===== config.mk =====
export PLATFORM = sky130hd
export DESIGN_NAME = pwn_ctrl
export DESIGN_NICKNAME = d
export VERILOG_FILES = /design/src/hdl/pwn_pkg.sv /design/src/hdl/pwn_ctrl.sv
export SDC_FILE = /design/constraint.sdc
export NUM_CORES = 1
export LEC_CHECK = 0
export BUFFER_PORTS_ARGS = -buffer_cell sky130_fd_sc_hd__buf_2
export CORE_MARGIN = 2
export CORE_UTILIZATION = 48
export CTS_CLUSTER_DIAMETER = 30
export DETAILED_ROUTE_END_ITERATION = 10
export PLACE_DENSITY = 0.73
export SETUP_SLACK_MARGIN = 0.05
export SLEW_MARGIN = 30
export SYNTH_ARGS = -nofsm -noshare
export SYNTH_HDL_FRONTEND = slang
export SYNTH_SLANG_ARGS = --single-unit

===== constraint.sdc =====
create_clock -name aclk -period 2.19 [get_ports aclk]
set_input_delay 0.219 -clock aclk [delete_from_list [all_inputs] [get_ports aclk]]
set_output_delay 0.219 -clock aclk [all_outputs]
set_load 0.02 [all_outputs]

===== src/hdl/pwn_pkg.sv =====
// ----------------------------------------------------------------------------
// pwn_pkg
// Shared types and constants for the polygon winding number block.
// ----------------------------------------------------------------------------
package pwn_pkg;

    localparam int LAT_W  = 28;
    localparam int LON_W  = 29;
    localparam int VTX_W  = LAT_W + LON_W;
    localparam int WIND_W = 9;
    localparam int STAT_W = 3;
    localparam int CNT_W  = 9;
    localparam int FUNC_W = 2;

    localparam logic [FUNC_W-1:0] FUNC_APPEND = 2'd0;
    localparam logic [FUNC_W-1:0] FUNC_QUERY  = 2'd1;
    localparam logic [FUNC_W-1:0] FUNC_CLEAR  = 2'd2;

    localparam logic [STAT_W-1:0] STAT_ANSWERED   = 3'd0;
    localparam logic [STAT_W-1:0] STAT_STORED     = 3'd1;
    localparam logic [STAT_W-1:0] STAT_DROPPED    = 3'd2;
    localparam logic [STAT_W-1:0] STAT_CLEARED    = 3'd3;
    localparam logic [STAT_W-1:0] STAT_DEGENERATE = 3'd4;

    typedef struct packed {
        logic              load;
        logic              wr_en;
        logic              clr;
        logic              rd_en;
        logic              out_load;
        logic [STAT_W-1:0] code;
    } pwn_cmd_t;

    typedef struct packed {
        logic [FUNC_W-1:0] func;
        logic              pipe_busy;
        logic              out_free;
    } pwn_sts_t;

endpackage


===== src/hdl/pwn_ctrl.sv =====
// ----------------------------------------------------------------------------
// pwn_ctrl
// Sequencer: decodes each item and walks the vertex table for queries.
// ----------------------------------------------------------------------------
module pwn_ctrl #(
    parameter int MAX_VERTICES = 256
) (
    input  logic                               aclk,
    input  logic                               aresetn,
    input  logic                               s_tvalid,
    output logic                               s_tready,
    input  pwn_pkg::pwn_sts_t                  sts,
    input  logic [$clog2(MAX_VERTICES+1)-1:0]  count,
    output pwn_pkg::pwn_cmd_t                  cmd,
    output logic [$clog2(MAX_VERTICES)-1:0]    rd_addr
);

    localparam int AW = $clog2(MAX_VERTICES);
    localparam int CW = $clog2(MAX_VERTICES + 1);

    typedef enum logic [2:0] {
        S_IDLE,
        S_DECODE,
        S_WALK,
        S_DRAIN,
        S_FINISH
    } state_t;

    state_t                     state_reg, state_next;
    logic [AW-1:0]              addr_reg, addr_next;
    logic [pwn_pkg::STAT_W-1:0] code_reg, code_next;

    always_comb begin
        state_next = state_reg;
        addr_next  = addr_reg;
        code_next  = code_reg;
        cmd        = '0;
        cmd.code   = code_reg;
        s_tready   = 1'b0;
        case (state_reg)
            S_IDLE: begin
                s_tready = 1'b1;
                if (s_tvalid) begin
                    cmd.load   = 1'b1;
                    state_next = S_DECODE;
                end
            end
            S_DECODE: begin
                case (sts.func)
                    pwn_pkg::FUNC_APPEND: begin
                        if (count < CW'(MAX_VERTICES)) begin
                            cmd.wr_en = 1'b1;
                            code_next = pwn_pkg::STAT_STORED;
                        end else begin
                            code_next = pwn_pkg::STAT_DROPPED;
                        end
                        state_next = S_FINISH;
                    end
                    pwn_pkg::FUNC_QUERY: begin
                        if (count < CW'(2)) begin
                            code_next  = pwn_pkg::STAT_DEGENERATE;
                            state_next = S_FINISH;
                        end else begin
                            addr_next  = '0;
                            state_next = S_WALK;
                        end
                    end
                    default: begin
                        cmd.clr    = 1'b1;
                        code_next  = pwn_pkg::STAT_CLEARED;
                        state_next = S_FINISH;
                    end
                endcase
            end
            S_WALK: begin
                cmd.rd_en = 1'b1;
                addr_next = addr_reg + AW'(1);
                if (CW'(addr_reg) + CW'(1) == count) begin
                    state_next = S_DRAIN;
                end
            end
            S_DRAIN: begin
                if (!sts.pipe_busy) begin
                    code_next  = pwn_pkg::STAT_ANSWERED;
                    state_next = S_FINISH;
                end
            end
            S_FINISH: begin
                if (sts.out_free) begin
                    cmd.out_load = 1'b1;
                    state_next   = S_IDLE;
                end
            end
            default: begin
                state_next = S_IDLE;
            end
        endcase
    end

    assign rd_addr = addr_reg;

    always_ff @(posedge aclk) begin
        if (!aresetn) begin
            state_reg <= S_IDLE;
            addr_reg  <= '0;
            code_reg  <= pwn_pkg::STAT_ANSWERED;
        end else begin
            state_reg <= state_next;
            addr_reg  <= addr_next;
            code_reg  <= code_next;
        end
    end

endmodule


==> Implementation_results.wiki <==
{| class="wikitable"
! Metric !! Value
|-
| Final HPWL DP || 1840 um
|-
| Synthesized net count || 138
|-
| Dpl cells || 176
|-
| Sequential area share after synthesis || 0.300
|-
| Max FFs per register || 8
|-
| Slack of the worst reg-to-reg path || between 0.3 and 0.4 ns
|-
| Endpoints failing setup || 0
|-
| Maximum number of pins on one net before global-route repair || 13
|-
| Worst slack at placement || 0.413 ns
|-
| Final weighted congestion in routability-driven placement || about 0.9
|-
| Required @ worst endpoint || between 1.5 and 2 ns
|-
| Mean area per synthesized cell || 7.71 um2
|-
| Final global-route overflow total || 0
|-
| Transition time at the pin with the least slew margin || approximately 0.53 ns
|-
| Overall die width || 48.1 um
|-
| Total of buffers placed on input and output ports || 32
|-
| Max-slew violations || 0
|-
| Commonest non-fill, non-tap cell in the layout || sky130_fd_sc_hd__buf_2
|-
| IR drop worst, VDD || ~0.37 mV
|-
| Area of the core region || 1780 um2
|-
| H-tree depth || 1
|-
| R2R Path End || state_reg[0]$_SDFFE_PN0P_
|-
| Setup repair after global routing missed its margin || no
|-
| Xor/xnor share of the synthesized area || 0.103
|-
| Mux cell area share after synthesis || 0
|-
| Critical register-to-register path startpoint || rd_addr[0]$_SDFFE_PN0P_
|-
| Insertion delay to the later sink of the worst-skew pair || slightly below 0.3 ns
|-
| Violation count after the first detailed-routing iteration || 33
|-
| Count of cells along the worst register-to-register path || 6
|-
| Final hold violation count || 0
|-
| Main combinational cell family by area after synthesis || simple AND/OR/NAND/NOR gates
|-
| Most used cells in the layout excluding fill and tap cells || sky130_fd_sc_hd__buf_2, sky130_fd_sc_hd__dfxtp_1, sky130_fd_sc_hd__nor2_1, sky130_fd_sc_hd__nand2_1, sky130_fd_sc_hd__o21ai_0
|-
| Leakage power figure || 0.468 nW
|-
| Final standard cell area without fillers || 1160 um2
|-
| Flip-flop and latch count after synthesis || 14
|-
| Buffer levels on the longest clock path || 2
|-
| Final wirelength || 2390 um
|-
| Number of nets in the layout || about 170
|-
| Max-capacitance violation count || 0
|-
| Class of the most critical setup path || reg -> out
|-
| Total via count in the routed design || 994
|-
| Clock sinks || 14
|-
| Site row count || 15
|-
| Hold-fix buffers at CTS || 0
|-
| Number of instances in the synthesized netlist || roughly 120
|-
| Clock buffer count from CTS || 3
|-
| Maximum fanout along the worst path || 9
|-
| Hold Startpoint || sts[0]
|-
| Global-route usage over all layers || 0.236
|-
| Clock tree from TritonCTS || yes
|-
| Worst max-slew margin expressed relative to the limit || 0.646
|-
| Share of the core filled with cells in the final layout || 0.648
|-
| Power per standard cell area || 487 nW/um2
|-
| DRT Pass-1 Iters || 4
|-
| Wire length of the first global-routing pass || 3750 um
|-
| Sw Pwr || 161 uW
|-
| Run status || finished, final reports clean
|-
| Total I/O pin count || 33
|-
| Complex-gate fraction of the synthesized area || 0.237
|-
| Effective utilization at floorplan || 0.524
|-
| Layout Area Growth over Synthesis || 23.9%
|-
| Sum of negative setup slack || 0 ns
|-
| CTS clock-pin slew for the worst setup and hold paths || 0.09 ns
|-
| Part of the power in the clock network || 0.348
|-
| Vias per std cell || ~5.5
|-
| Min cycle time layout || 1.90 ns
|-
| Die Y-Extent || 48.1 um
|-
| Net Sw Frac || 0.286
|-
| Average detailed-routed wire length per instance || 13.3 um
|-
| Number of inserted diodes || 0
|-
| Area enclosed by the die boundary || 2310 um2
|-
| Clk Tree Root Cell || sky130_fd_sc_hd__clkbuf_4
|-
| Via count of the first global-routing pass || a little over 800
|-
| Fmax || 527 MHz
|-
| DRC violation count after routing || 0
|-
| Post-cts resize count || 0
|-
| Share of synthesized cell area in and, or, nand and nor gates || 0.312
|-
| Antenna Nets Post-Route || 0
|-
| Number of antenna violations at the first check in global routing || 0
|-
| Adder and majority gate portion of the synthesized area || 0.0134
|-
| CP Capture Type || primary output
|-
| Portion of total power attributed to sequential cells || 0.473
|-
| Post-CTS repair timing setup buffer count || 0
|-
| Clock Skew || between 0.003 and 0.004 ns
|-
| Proportion of power drawn by combinational gates || 0.180
|-
| Element type at the critical path start || flop
|-
| Portion of the clock cycle consumed by the worst path in the final layout || 0.866
|-
| Total of warnings raised by yosys || 0
|-
| Final setup slack of the worst path || a little under 0.3 ns
|-
| Distinct cell type count after synthesis || 39
|-
| Dpl cell area || 1120 um2
|-
| Worst hold-check path type || in -> reg
|-
| Hold Path Cell Cnt || 3
|-
| Internal cell power || just over 400 uW
|-
| Number of cells in the finished layout apart from fillers || 180
|-
| Destination of the worst hold path || state_reg[2]$_SDFFE_PN0P_
|-
| Post-synthesis instance area || 933 um2
|-
| Proportion of layout cells with a drive suffix above 1 || 0.284
|-
| Critical Path AT || between 1.5 and 2 ns
|}
## synthesized netlist by cell type
library cell | n | share of area
sky130_fd_sc_hd__dfxtp_1 | 14 | 0.30
sky130_fd_sc_hd__nand2_1 | 13 | 0.052
sky130_fd_sc_hd__nor2_1 | 13 | 0.052
sky130_fd_sc_hd__o21ai_0 | 10 | 0.054
sky130_fd_sc_hd__a21oi_1 | 8 | 0.043
sky130_fd_sc_hd__xnor2_1 | 6 | 0.056
sky130_fd_sc_hd__a31oi_1 | 5 | 0.034
sky130_fd_sc_hd__xor2_1 | 5 | 0.047
sky130_fd_sc_hd__inv_1 | 4 | 0.016
sky130_fd_sc_hd__nand3_1 | 4 | 0.021
sky130_fd_sc_hd__nand4_1 | 3 | 0.020
sky130_fd_sc_hd__nor4b_1 | 3 | 0.028
sky130_fd_sc_hd__and2_1 | 2 | 0.013
sky130_fd_sc_hd__and3_1 | 2 | 0.013
sky130_fd_sc_hd__nand2b_1 | 2 | 0.013
sky130_fd_sc_hd__nand3b_1 | 2 | 0.016
sky130_fd_sc_hd__nor3_1 | 2 | 0.011
sky130_fd_sc_hd__nor4_1 | 2 | 0.013
sky130_fd_sc_hd__a211oi_1 | 1 | 0.0080
sky130_fd_sc_hd__a211oi_2 | 1 | 0.013
sky130_fd_sc_hd__a21boi_0 | 1 | 0.0080
sky130_fd_sc_hd__a21boi_2 | 1 | 0.012
sky130_fd_sc_hd__a21o_1 | 1 | 0.0080
sky130_fd_sc_hd__a21oi_2 | 1 | 0.0094
sky130_fd_sc_hd__and4_2 | 1 | 0.011
sky130_fd_sc_hd__buf_1 | 1 | 0.0040
sky130_fd_sc_hd__buf_2 | 1 | 0.0054
sky130_fd_sc_hd__clkbuf_1 | 1 | 0.0040
sky130_fd_sc_hd__clkinv_1 | 1 | 0.0040
sky130_fd_sc_hd__ha_1 | 1 | 0.013
sky130_fd_sc_hd__nand3_4 | 1 | 0.019
sky130_fd_sc_hd__nor3b_1 | 1 | 0.0080
sky130_fd_sc_hd__nor4bb_1 | 1 | 0.011
sky130_fd_sc_hd__o2111ai_1 | 1 | 0.0094
sky130_fd_sc_hd__o21a_1 | 1 | 0.0080
sky130_fd_sc_hd__o31a_1 | 1 | 0.0094
sky130_fd_sc_hd__o31ai_1 | 1 | 0.0080
sky130_fd_sc_hd__o31ai_2 | 1 | 0.013
sky130_fd_sc_hd__or2_4 | 1 | 0.0094
## power groups by stage
stage | combinational [mW] | clock (mW) | sequential [mW]
after floorplan | 0.0588 | 0 | 0.274
after global placement | 0.0997 | 0 | 0.272
after detailed placement | 0.101 | 0 | 0.272
after CTS | 0.101 | 0.198 | 0.266
after global routing | 0.113 | 0.210 | 0.267
final | 0.101 | 0.196 | 0.266
## stage by stage
stage / power, mW / hold WS, ns
after CTS: 0.566 / 0.202
after detailed placement: 0.373 / 0.454
final: 0.563 / 0.202
after global routing: 0.590 / 0.217
after floorplan: 0.333 / 0.405
after global placement: 0.371 / 0.449
## how the worst max path moves through the flow
stage | from | to | slack (ns) | depth (start not counted)
after floorplan | rd_addr[0]$_SDFFE_PN0P_ | state_reg[0]$_SDFFE_PN0P_ | 0.40 | 6
after global placement | rd_addr[0]$_SDFFE_PN0P_ | state_reg[0]$_SDFFE_PN0P_ | 0.50 | 6
after detailed placement | rd_addr[0]$_SDFFE_PN0P_ | state_reg[0]$_SDFFE_PN0P_ | 0.41 | 6
after CTS | state_reg[2]$_SDFFE_PN0P_ | cmd[4] | 0.34 | 4
after global routing | state_reg[2]$_SDFFE_PN0P_ | cmd[4] | 0.18 | 4
final | state_reg[2]$_SDFFE_PN0P_ | cmd[4] | 0.29 | 4
## final cells by class
cell class / instances / area, um2
fill: 175 / 627
timing repair buffer: 33 / 168
multi-input combinational: 99 / 622
sequential: 14 / 280
inverter: 5 / 18.8
tap: 25 / 31.3
clock buffer: 4 / 36.3
## layer usage
layer | share of wire | track usage
met2 | 0.46 | 0.357
met1 | 0.48 | 0.342
met5 | 0 | 0
met3 | 0.049 | 0.0333
met4 | 0.011 | 0.0811
## logic make-up after synthesis
| kind of cell | count (synthesis) |
|---|---|
| AND/OR/NAND/NOR | 53 |
| AO/OA/AOI/OAI | 34 |
| flip-flops | 14 |
| XOR/XNOR | 11 |
| buffers and inverters | 8 |
| adder cells (fa/ha/maj) | 1 |
## worst max-delay path: stages, from the launching register on
cell and delay (ns):
sky130_fd_sc_hd__dfxtp_1 0.47, sky130_fd_sc_hd__nor2_1 0.10, sky130_fd_sc_hd__nand2_1 0.25, sky130_fd_sc_hd__clkinv_1 0.31, sky130_fd_sc_hd__buf_2 0.25
(Power assumes the default switching activity.)
